### src/mftc_pkg.sv
// Shared types and constants for the motor feedback travel counter.
// No dependencies; imported by motor_feedback_travel_counter.
`default_nettype none

package mftc_pkg;

  localparam int unsigned MotorCountDefault = 4;
  localparam logic [10:0] IdBase = 11'h200;
  localparam logic [3:0] FrameLength = 4'd8;

  localparam int unsigned InDataW = 80;
  localparam int unsigned OutDataW = 112;
  localparam int unsigned AddrW = 5;

  localparam logic [15:0] FullTurnReset = 16'd8191;
  localparam logic [15:0] GlitchLimitReset = 16'd7509;
  localparam logic [15:0] GlitchReplaceReset = 16'd68;
  localparam logic [31:0] TargetTravelReset = 32'd784534;
  localparam logic [15:0] RunSpeedReset = 16'd800;

  typedef enum logic [2:0] {
    REG_FULL_TURN      = 3'd0,
    REG_GLITCH_LIMIT   = 3'd1,
    REG_GLITCH_REPLACE = 3'd2,
    REG_TARGET_TRAVEL  = 3'd3,
    REG_RUN_SPEED      = 3'd4
  } cfg_reg_t;

  typedef struct packed {
    logic [15:0]        angle;
    logic signed [15:0] speed;
    logic signed [15:0] current;
    logic signed [7:0]  temperature;
  } motor_entry_t;

  typedef struct packed {
    logic [10:0] frame_id;
    logic        extended;
    logic [3:0]  length;
    logic [31:0] data_high;
    logic [31:0] data_low;
    logic        run;
  } frame_t;

  typedef struct packed {
    logic               updated;
    logic [1:0]         motor_index;
    motor_entry_t       motor;
    logic [31:0]        travelled;
    logic               speed_valid;
    logic signed [15:0] speed_setpoint;
    logic               done_res;
  } result_t;

endpackage

`default_nettype wire

### src/motor_feedback_travel_counter.sv
// Motor feedback travel counter: frame decode, motor store, travel accumulation.
// Depends on mftc_pkg.
//
//   channel  direction  handshake          payload
//   s_*      in         s_tvalid/s_tready  s_tdata (frame), s_tuser (extended)
//   m_*      out        m_tvalid/m_tready  m_tdata (result)
//   APB      in/out     psel/penable       paddr, pwdata, prdata (config)
//
// One transaction per cycle while m_tready does not stall; a result passes from the input
// register to the result register around one subtract, wrap, saturating add and target
// compare.
// Synchronous reset clears the store, travel state and config to defaults.
// A stall on m_tready holds the result register and backs up into the input register.
`default_nettype none

module motor_feedback_travel_counter
  import mftc_pkg::*;
#(
  parameter int unsigned MOTOR_COUNT = MotorCountDefault
) (
  input  wire logic                clk,
  input  wire logic                rst,
  input  wire logic                s_tvalid,
  output      logic                s_tready,
  // frame_id[10:0], length[14:11], data_high[46:15], data_low[78:47], run[79]
  input  wire logic [InDataW-1:0]  s_tdata,
  // extended[0]
  input  wire logic                s_tuser,
  output      logic                m_tvalid,
  input  wire logic                m_tready,
  // updated[0], motor_index[2:1], angle[18:3], speed[34:19], current[50:35],
  // temperature[58:51], travelled[90:59], speed_valid[91],
  // speed_setpoint[107:92], done_res[108], zero[111:109]
  output      logic [OutDataW-1:0] m_tdata,
  input  wire logic                psel,
  input  wire logic                penable,
  input  wire logic                pwrite,
  input  wire logic [AddrW-1:0]    paddr,
  input  wire logic [31:0]         pwdata,
  output      logic [31:0]         prdata,
  output      logic                pready
);

  localparam int unsigned IdxW = (MOTOR_COUNT > 1) ? $clog2(MOTOR_COUNT) : 1;
  localparam logic [10:0] IdLast = IdBase + 11'(MOTOR_COUNT);

  logic [15:0]        full_turn;
  logic [15:0]        glitch_limit;
  logic [15:0]        glitch_replace;
  logic [31:0]        target_travel;
  logic signed [15:0] run_speed;

  motor_entry_t motor_store [MOTOR_COUNT];
  logic [15:0]  previous_angle;
  logic         started;
  logic [31:0]  travel_sum;
  logic         finished;

  logic    in_valid;
  frame_t  in_frame;
  logic    out_valid;
  result_t out_result;
  logic    advance;
  logic    cfg_write;

  assign pready = 1'b1;
  assign cfg_write = psel && penable && pwrite && pready;

  always_ff @(posedge clk) begin
    if (rst) begin
      full_turn      <= FullTurnReset;
      glitch_limit   <= GlitchLimitReset;
      glitch_replace <= GlitchReplaceReset;
      target_travel  <= TargetTravelReset;
      run_speed      <= RunSpeedReset;
    end else if (cfg_write) begin
      unique case (cfg_reg_t'(paddr[4:2]))
        REG_FULL_TURN:      full_turn      <= pwdata[15:0];
        REG_GLITCH_LIMIT:   glitch_limit   <= pwdata[15:0];
        REG_GLITCH_REPLACE: glitch_replace <= pwdata[15:0];
        REG_TARGET_TRAVEL:  target_travel  <= pwdata;
        REG_RUN_SPEED:      run_speed      <= pwdata[15:0];
        default: ;
      endcase
    end
  end

  always_comb begin
    unique case (cfg_reg_t'(paddr[4:2]))
      REG_FULL_TURN:      prdata = {16'd0, full_turn};
      REG_GLITCH_LIMIT:   prdata = {16'd0, glitch_limit};
      REG_GLITCH_REPLACE: prdata = {16'd0, glitch_replace};
      REG_TARGET_TRAVEL:  prdata = target_travel;
      REG_RUN_SPEED:      prdata = {16'd0, run_speed};
      default:            prdata = 32'd0;
    endcase
  end

  assign advance  = !out_valid || m_tready;
  assign s_tready = !in_valid || advance;
  assign m_tvalid = out_valid;

  always_ff @(posedge clk) begin
    if (rst) begin
      in_valid <= 1'b0;
    end else if (s_tready) begin
      in_valid <= s_tvalid;
    end
  end

  always_ff @(posedge clk) begin
    if (s_tready && s_tvalid) begin
      in_frame.frame_id  <= s_tdata[10:0];
      in_frame.extended  <= s_tuser;
      in_frame.length    <= s_tdata[14:11];
      in_frame.data_high <= s_tdata[46:15];
      in_frame.data_low  <= s_tdata[78:47];
      in_frame.run       <= s_tdata[79];
    end
  end

  logic               match;
  logic [10:0]        slot;
  motor_entry_t       new_entry;
  motor_entry_t       motor0;
  logic               step_run;
  logic signed [16:0] delta;
  logic signed [17:0] wrapped;
  logic signed [17:0] step_delta;
  logic signed [33:0] sum_wide;
  logic [31:0]        travel_sum_next;
  logic               finished_next;
  logic [15:0]        previous_angle_next;
  logic               started_next;
  result_t            result_next;

  always_comb begin
    match = !in_frame.extended && (in_frame.length == FrameLength) &&
            (in_frame.frame_id > IdBase) && (in_frame.frame_id <= IdLast);
    slot = in_frame.frame_id - IdBase - 11'd1;
    new_entry.angle       = in_frame.data_high[31:16];
    new_entry.speed       = in_frame.data_high[15:0];
    new_entry.current     = in_frame.data_low[31:16];
    new_entry.temperature = in_frame.data_low[15:8];
    motor0 = (match && slot == 11'd0) ? new_entry : motor_store[0];

    step_run = in_frame.run && !finished;
    if (motor0.speed >= 0) begin
      delta = $signed({1'b0, motor0.angle}) - $signed({1'b0, previous_angle});
    end else begin
      delta = $signed({1'b0, previous_angle}) - $signed({1'b0, motor0.angle});
    end
    wrapped = 18'(delta) + $signed({2'b00, full_turn});
    if (delta < 0) begin
      step_delta = (wrapped >= $signed({2'b00, glitch_limit})) ?
                   $signed({2'b00, glitch_replace}) : wrapped;
    end else begin
      step_delta = 18'(delta);
    end
    sum_wide = $signed({2'b00, travel_sum}) + 34'(step_delta);

    previous_angle_next = previous_angle;
    started_next        = started;
    travel_sum_next     = travel_sum;
    finished_next       = finished;
    result_next.speed_valid    = 1'b0;
    result_next.speed_setpoint = 16'sd0;
    if (step_run) begin
      result_next.speed_valid    = 1'b1;
      result_next.speed_setpoint = run_speed;
      previous_angle_next        = motor0.angle;
      started_next               = 1'b1;
      if (started) begin
        if (sum_wide[33]) begin
          travel_sum_next = 32'd0;
        end else if (sum_wide[32]) begin
          travel_sum_next = 32'hFFFF_FFFF;
        end else begin
          travel_sum_next = sum_wide[31:0];
        end
        if (travel_sum_next >= target_travel) begin
          finished_next              = 1'b1;
          result_next.speed_setpoint = 16'sd0;
        end
      end
    end

    result_next.updated     = match;
    result_next.motor_index = match ? slot[1:0] : 2'd0;
    result_next.motor       = motor0;
    result_next.travelled   = travel_sum_next;
    result_next.done_res    = finished_next;
  end

  always_ff @(posedge clk) begin
    if (rst) begin
      for (int i = 0; i < MOTOR_COUNT; i++) begin
        motor_store[i] <= '0;
      end
      previous_angle <= 16'd0;
      started        <= 1'b0;
      travel_sum     <= 32'd0;
      finished       <= 1'b0;
    end else if (advance && in_valid) begin
      if (match) begin
        motor_store[slot[IdxW-1:0]] <= new_entry;
      end
      previous_angle <= previous_angle_next;
      started        <= started_next;
      travel_sum     <= travel_sum_next;
      finished       <= finished_next;
    end
  end

  always_ff @(posedge clk) begin
    if (rst) begin
      out_valid <= 1'b0;
    end else if (advance) begin
      out_valid <= in_valid;
    end
  end

  always_ff @(posedge clk) begin
    if (advance && in_valid) begin
      out_result <= result_next;
    end
  end

  assign m_tdata = {3'd0,
                    out_result.done_res,
                    out_result.speed_setpoint,
                    out_result.speed_valid,
                    out_result.travelled,
                    out_result.motor.temperature,
                    out_result.motor.current,
                    out_result.motor.speed,
                    out_result.motor.angle,
                    out_result.motor_index,
                    out_result.updated};

`ifndef SYNTHESIS
  assert property (@(posedge clk) disable iff (rst) finished |=> finished)
    else $error("finished latch dropped");
  assert property (@(posedge clk) disable iff (rst) finished |=> $stable(travel_sum))
    else $error("travel changed after finish");
  assert property (@(posedge clk) disable iff (rst) !started |=> travel_sum == 32'd0)
    else $error("travel accumulated before start angle");
  assert property (@(posedge clk) disable iff (rst) (in_valid && !advance) |=> in_valid)
    else $error("input register lost a frame during stall");
`endif

endmodule

`default_nettype wire
### config.mk
export PLATFORM = sky130hd
export DESIGN_NAME = motor_feedback_travel_counter
export DESIGN_NICKNAME = d
export VERILOG_FILES = /design/src/mftc_pkg.sv /design/src/motor_feedback_travel_counter.sv
export SDC_FILE = /design/constraint.sdc
export NUM_CORES = 1
export LEC_CHECK = 0
export BUFFER_PORTS_ARGS = -buffer_cell sky130_fd_sc_hd__buf_2
export CAP_MARGIN = 20
export CORE_MARGIN = 4
export CORE_UTILIZATION = 48
export CTS_BUF_LIST = sky130_fd_sc_hd__clkbuf_4
export DETAILED_ROUTE_END_ITERATION = 16
export GPL_ROUTABILITY_DRIVEN = 1
export GPL_TIMING_DRIVEN = 0
export HOLD_SLACK_MARGIN = 0.06
export PLACE_DENSITY = 0.78
export SYNTH_ARGS = -nofsm -noshare
export SYNTH_HDL_FRONTEND = slang
export SYNTH_SLANG_ARGS = --single-unit
export TNS_END_PERCENT = 20
### constraint.sdc
create_clock -name clk -period 26.1 [get_ports clk]
set_input_delay 3.915 -clock clk [delete_from_list [all_inputs] [get_ports clk]]
set_output_delay 3.915 -clock clk [all_outputs]
set_load 0.05 [all_outputs]
==> flow_summary.toml <==
[sta]
max_freq_ghz = 0.0635
tightest_slew_ns = 1.06
finalCritPeriodShare_pct = 60.3
fin_crit_ns = 15.75
skew_ns = 0.0505
fin_tns_setup_ns = 0
max_slew_margin_pct = 29.5
hold_viol_final = 0
rsz0062_at_grt = "no"
setup_viol = 0
maxSlewViolCount = 0
setup_ws_ns = 10.35

[routing]
wire_per_inst_um = 19.7
dr.pass1.iters = 7
ant_nets = 0
dr.first_iter.drc_count = 2045
vias_per_cell = 5.71
via_count = 17984
wl_um = 62200
drc_errors = 0

[logic_synthesis]
syn_area_per_cell_um2 = 9.97
ys.flop_type = "edfxtp_1"
synth_edf_count = 238
ys_warn_count = 0
ys_ff_latch = 386
synth_cell_type_count = 84
syn_area_mm2 = 0.0212
ys_async_sr_fraction_pct = 0
syn_inst = 2122
ys_seq_area_share_pct = 47.8

[flow_run]
maxCapViolCount = 0

[floorplanning]
die_h_um = 218
die-area_mm2 = 0.0475
die_w_um = 218
io_pins = 272
start_util_pct = 48.8
rows = 76
core_mm2 = 0.0434

[outcome]
outcome = "completed"

[worst_setup_path]
reg2reg_depth = 58
path_common_cell = "a21o_1"
cp-start-kind = "flop"
critical_path.max_stage_delay_ns = 0.68
cp_slowest_cell = "o221ai_1"
r2r-start = "in_frame[70]"
ff2ff_setup_slack_ns = 10.35
path_max_fanout = 10
crit_arrival_ns = 16.46
worstReg2RegEnd = "m_tdata[98]"
required_ns = 26.81
critPathKind = "reg2reg"
cp-startpoint = "in_frame[70]"
crit_path_end_kind = "flop"

[finish]
fin_nets = 2744
area_growth_pct = 16.5
final_common_cell = "nand2_1"
drive_above_1_share_pct = 20.1
final_cell_area_mm2 = 0.0246
fin_util_pct = 56.8
final_cell_mix = "342 x nand2_1, 268 x buf_2, 238 x edfxtp_1, 148 x dfxtp_1, 145 x clkbuf_4"

[place]
hpwl_um = 47500
place_area_mm2 = 0.0233
io_buffers = 257
dpl_worst_slack_ns = 10.55
gp_congestion = 0.960

[grt]
grt_pass1_vias = 17631
grt_pass1_wl_um = 95800
antenna_found_initial = 8
gr-total-overflow = 0
grt.total_usage_pct = 25.5
grt_max_degree = 67

[clock_tree]
ctsRootBufferMaster = "clkbuf_4"
cts_resized = 0
ctsHoldBuffers = 0
cts.sinks = 386
path_clk_slew_ns = 0.07
clock_path_buffers = 3
cts_buffers = 101
htree_levels = 3
cts_setup_buffers = 0
cts_tree = "built"
worstSkewPairLatency_ns = 0.87

[worst_hold_path]
min_from = "target_travel[27]"
min_path_type = "reg2reg"
hold_end = "target_travel[27]"
hold_depth = 2

[power]
p_leak_nw = 10.6
peakVddDrop_mv = 0.0579
power.total_mw = 1.64
pwr_density_cell_mw_per_mm2 = 66.6
## final cells by class
cell class                      count  area (um^2)
Clock inverter                     34          277
Timing Repair Buffer              261         1370
Buffer                            108          452
Tap cell                          585          732
Multi-Input combinational cell   1523        10200
Fill cell                        3750        18700
Antenna cell                        3         7.51
Clock buffer                      145         1090
Inverter                          107          407
Sequential cell                   386        10100
## logic make-up (layout without fill, tap and decap cells)
kind of cell / Yosys count / count (layout) / share of synthesized area (%)
mux: 109 / 109 / 5.45
other cells: 2 / 7 / 0.0355
buf+inv: 215 / 655 / 4.04
flops: 386 / 386 / 47.8
compound gates: 493 / 493 / 16.4
simple gates: 730 / 730 / 16.1
xor+xnor: 56 / 56 / 2.32
fa+ha+maj: 131 / 131 / 7.89
## worst max-delay path: cells and delay by family, from the launching register on
kind,cells,cell delay (ns)
buffers and inverters,6,1.48
flip-flops,1,0.47
adder cells (fa/ha/maj),7,2.23
AO/OA/AOI/OAI,29,7.73
AND/OR/NAND/NOR,11,1.89
XOR/XNOR,3,0.98
multiplexers,2,0.79
## metrics by stage
| step | hold WS, ns | cells |
|---|---|---|
| finish | 0.477 | 3152 |
| CTS | 0.474 | 3148 |
| floorplan | 0.442 | 2124 |
| detailed placement | 0.465 | 2969 |
| global route | 0.494 | 3151 |
| global placement | 0.454 | 2966 |
## routing by layer
| layer | global-route usage [%] | vias up | wire length, um |
|---|---|---|---|
| li1 | - | 8476 | - |
| met1 | 32.5 | 8399 | 25300 |
| met2 | 41.4 | 935 | 28100 |
| met3 | 7.32 | 166 | 6610 |
| met4 | 9.42 | 8 | 2180 |
| met5 | 0 | - | 36 |
## power by group
part,switching [mW],internal (mW),total (mW)
clock network,0.256,0.305,0.561
registers,0.00973,0.669,0.679
logic,0.258,0.145,0.403
total,0.524,1.12,1.64
## registers in the layout (all words and copies together) (netlist names)
name,count
m_tdata,109
in_frame,73
motor_store,56
target_travel,32
travel_sum,32
full_turn,16
glitch_limit,16
glitch_replace,16
previous_angle,16
run_speed,16
finished,1
in_valid,1
m_tvalid,1
started,1
## how the worst max path moves through the flow
stage	end	slack [ns]	cells after the start
final	m_tdata[98]	10.35	58
after CTS	m_tdata[97]	10.48	58
after global placement	m_tdata[106]	10.86	58
after global routing	m_tdata[97]	9.43	57
after detailed placement	m_tdata[97]	10.55	57
after floorplan	m_tdata[100]	13.87	55
## cell usage after synthesis (6+ instances only)
library cell / count / share of area, %
nand3_1: 36 / 0.85
a311oi_1: 8 / 0.33
and2_1: 92 / 2.7
ha_1: 127 / 7.5
o21a_1: 13 / 0.46
a211o_1: 35 / 1.4
nand4_1: 25 / 0.74
nor3_1: 8 / 0.19
a31oi_1: 12 / 0.35
a22o_1: 20 / 0.83
nor2_1: 126 / 2.2
nand3b_1: 8 / 0.28
o21ai_1: 13 / 0.31
a32o_1: 10 / 0.47
o21bai_1: 9 / 0.32
inv_1: 106 / 1.9
nand2_1: 342 / 6.1
o21ai_0: 54 / 1.3
xor2_1: 29 / 1.2
a211oi_1: 20 / 0.71
nand2b_1: 8 / 0.24
xnor2_1: 27 / 1.1
edfxtp_1: 238 / 34
buf_2: 10 / 0.24
o22ai_1: 16 / 0.47
mux2_2: 50 / 2.7
a21o_1: 56 / 2.0
nor3b_1: 6 / 0.21
mux2i_1: 59 / 2.8
clkbuf_1: 88 / 1.6
a21oi_1: 134 / 3.2
dfxtp_1: 148 / 14
and3_1: 28 / 0.83
a221o_1: 19 / 0.90
nor4_1: 6 / 0.18
o31ai_1: 20 / 0.71
o211ai_1: 6 / 0.21
nor2b_1: 19 / 0.56
Power figures use the tool's default switching activity.
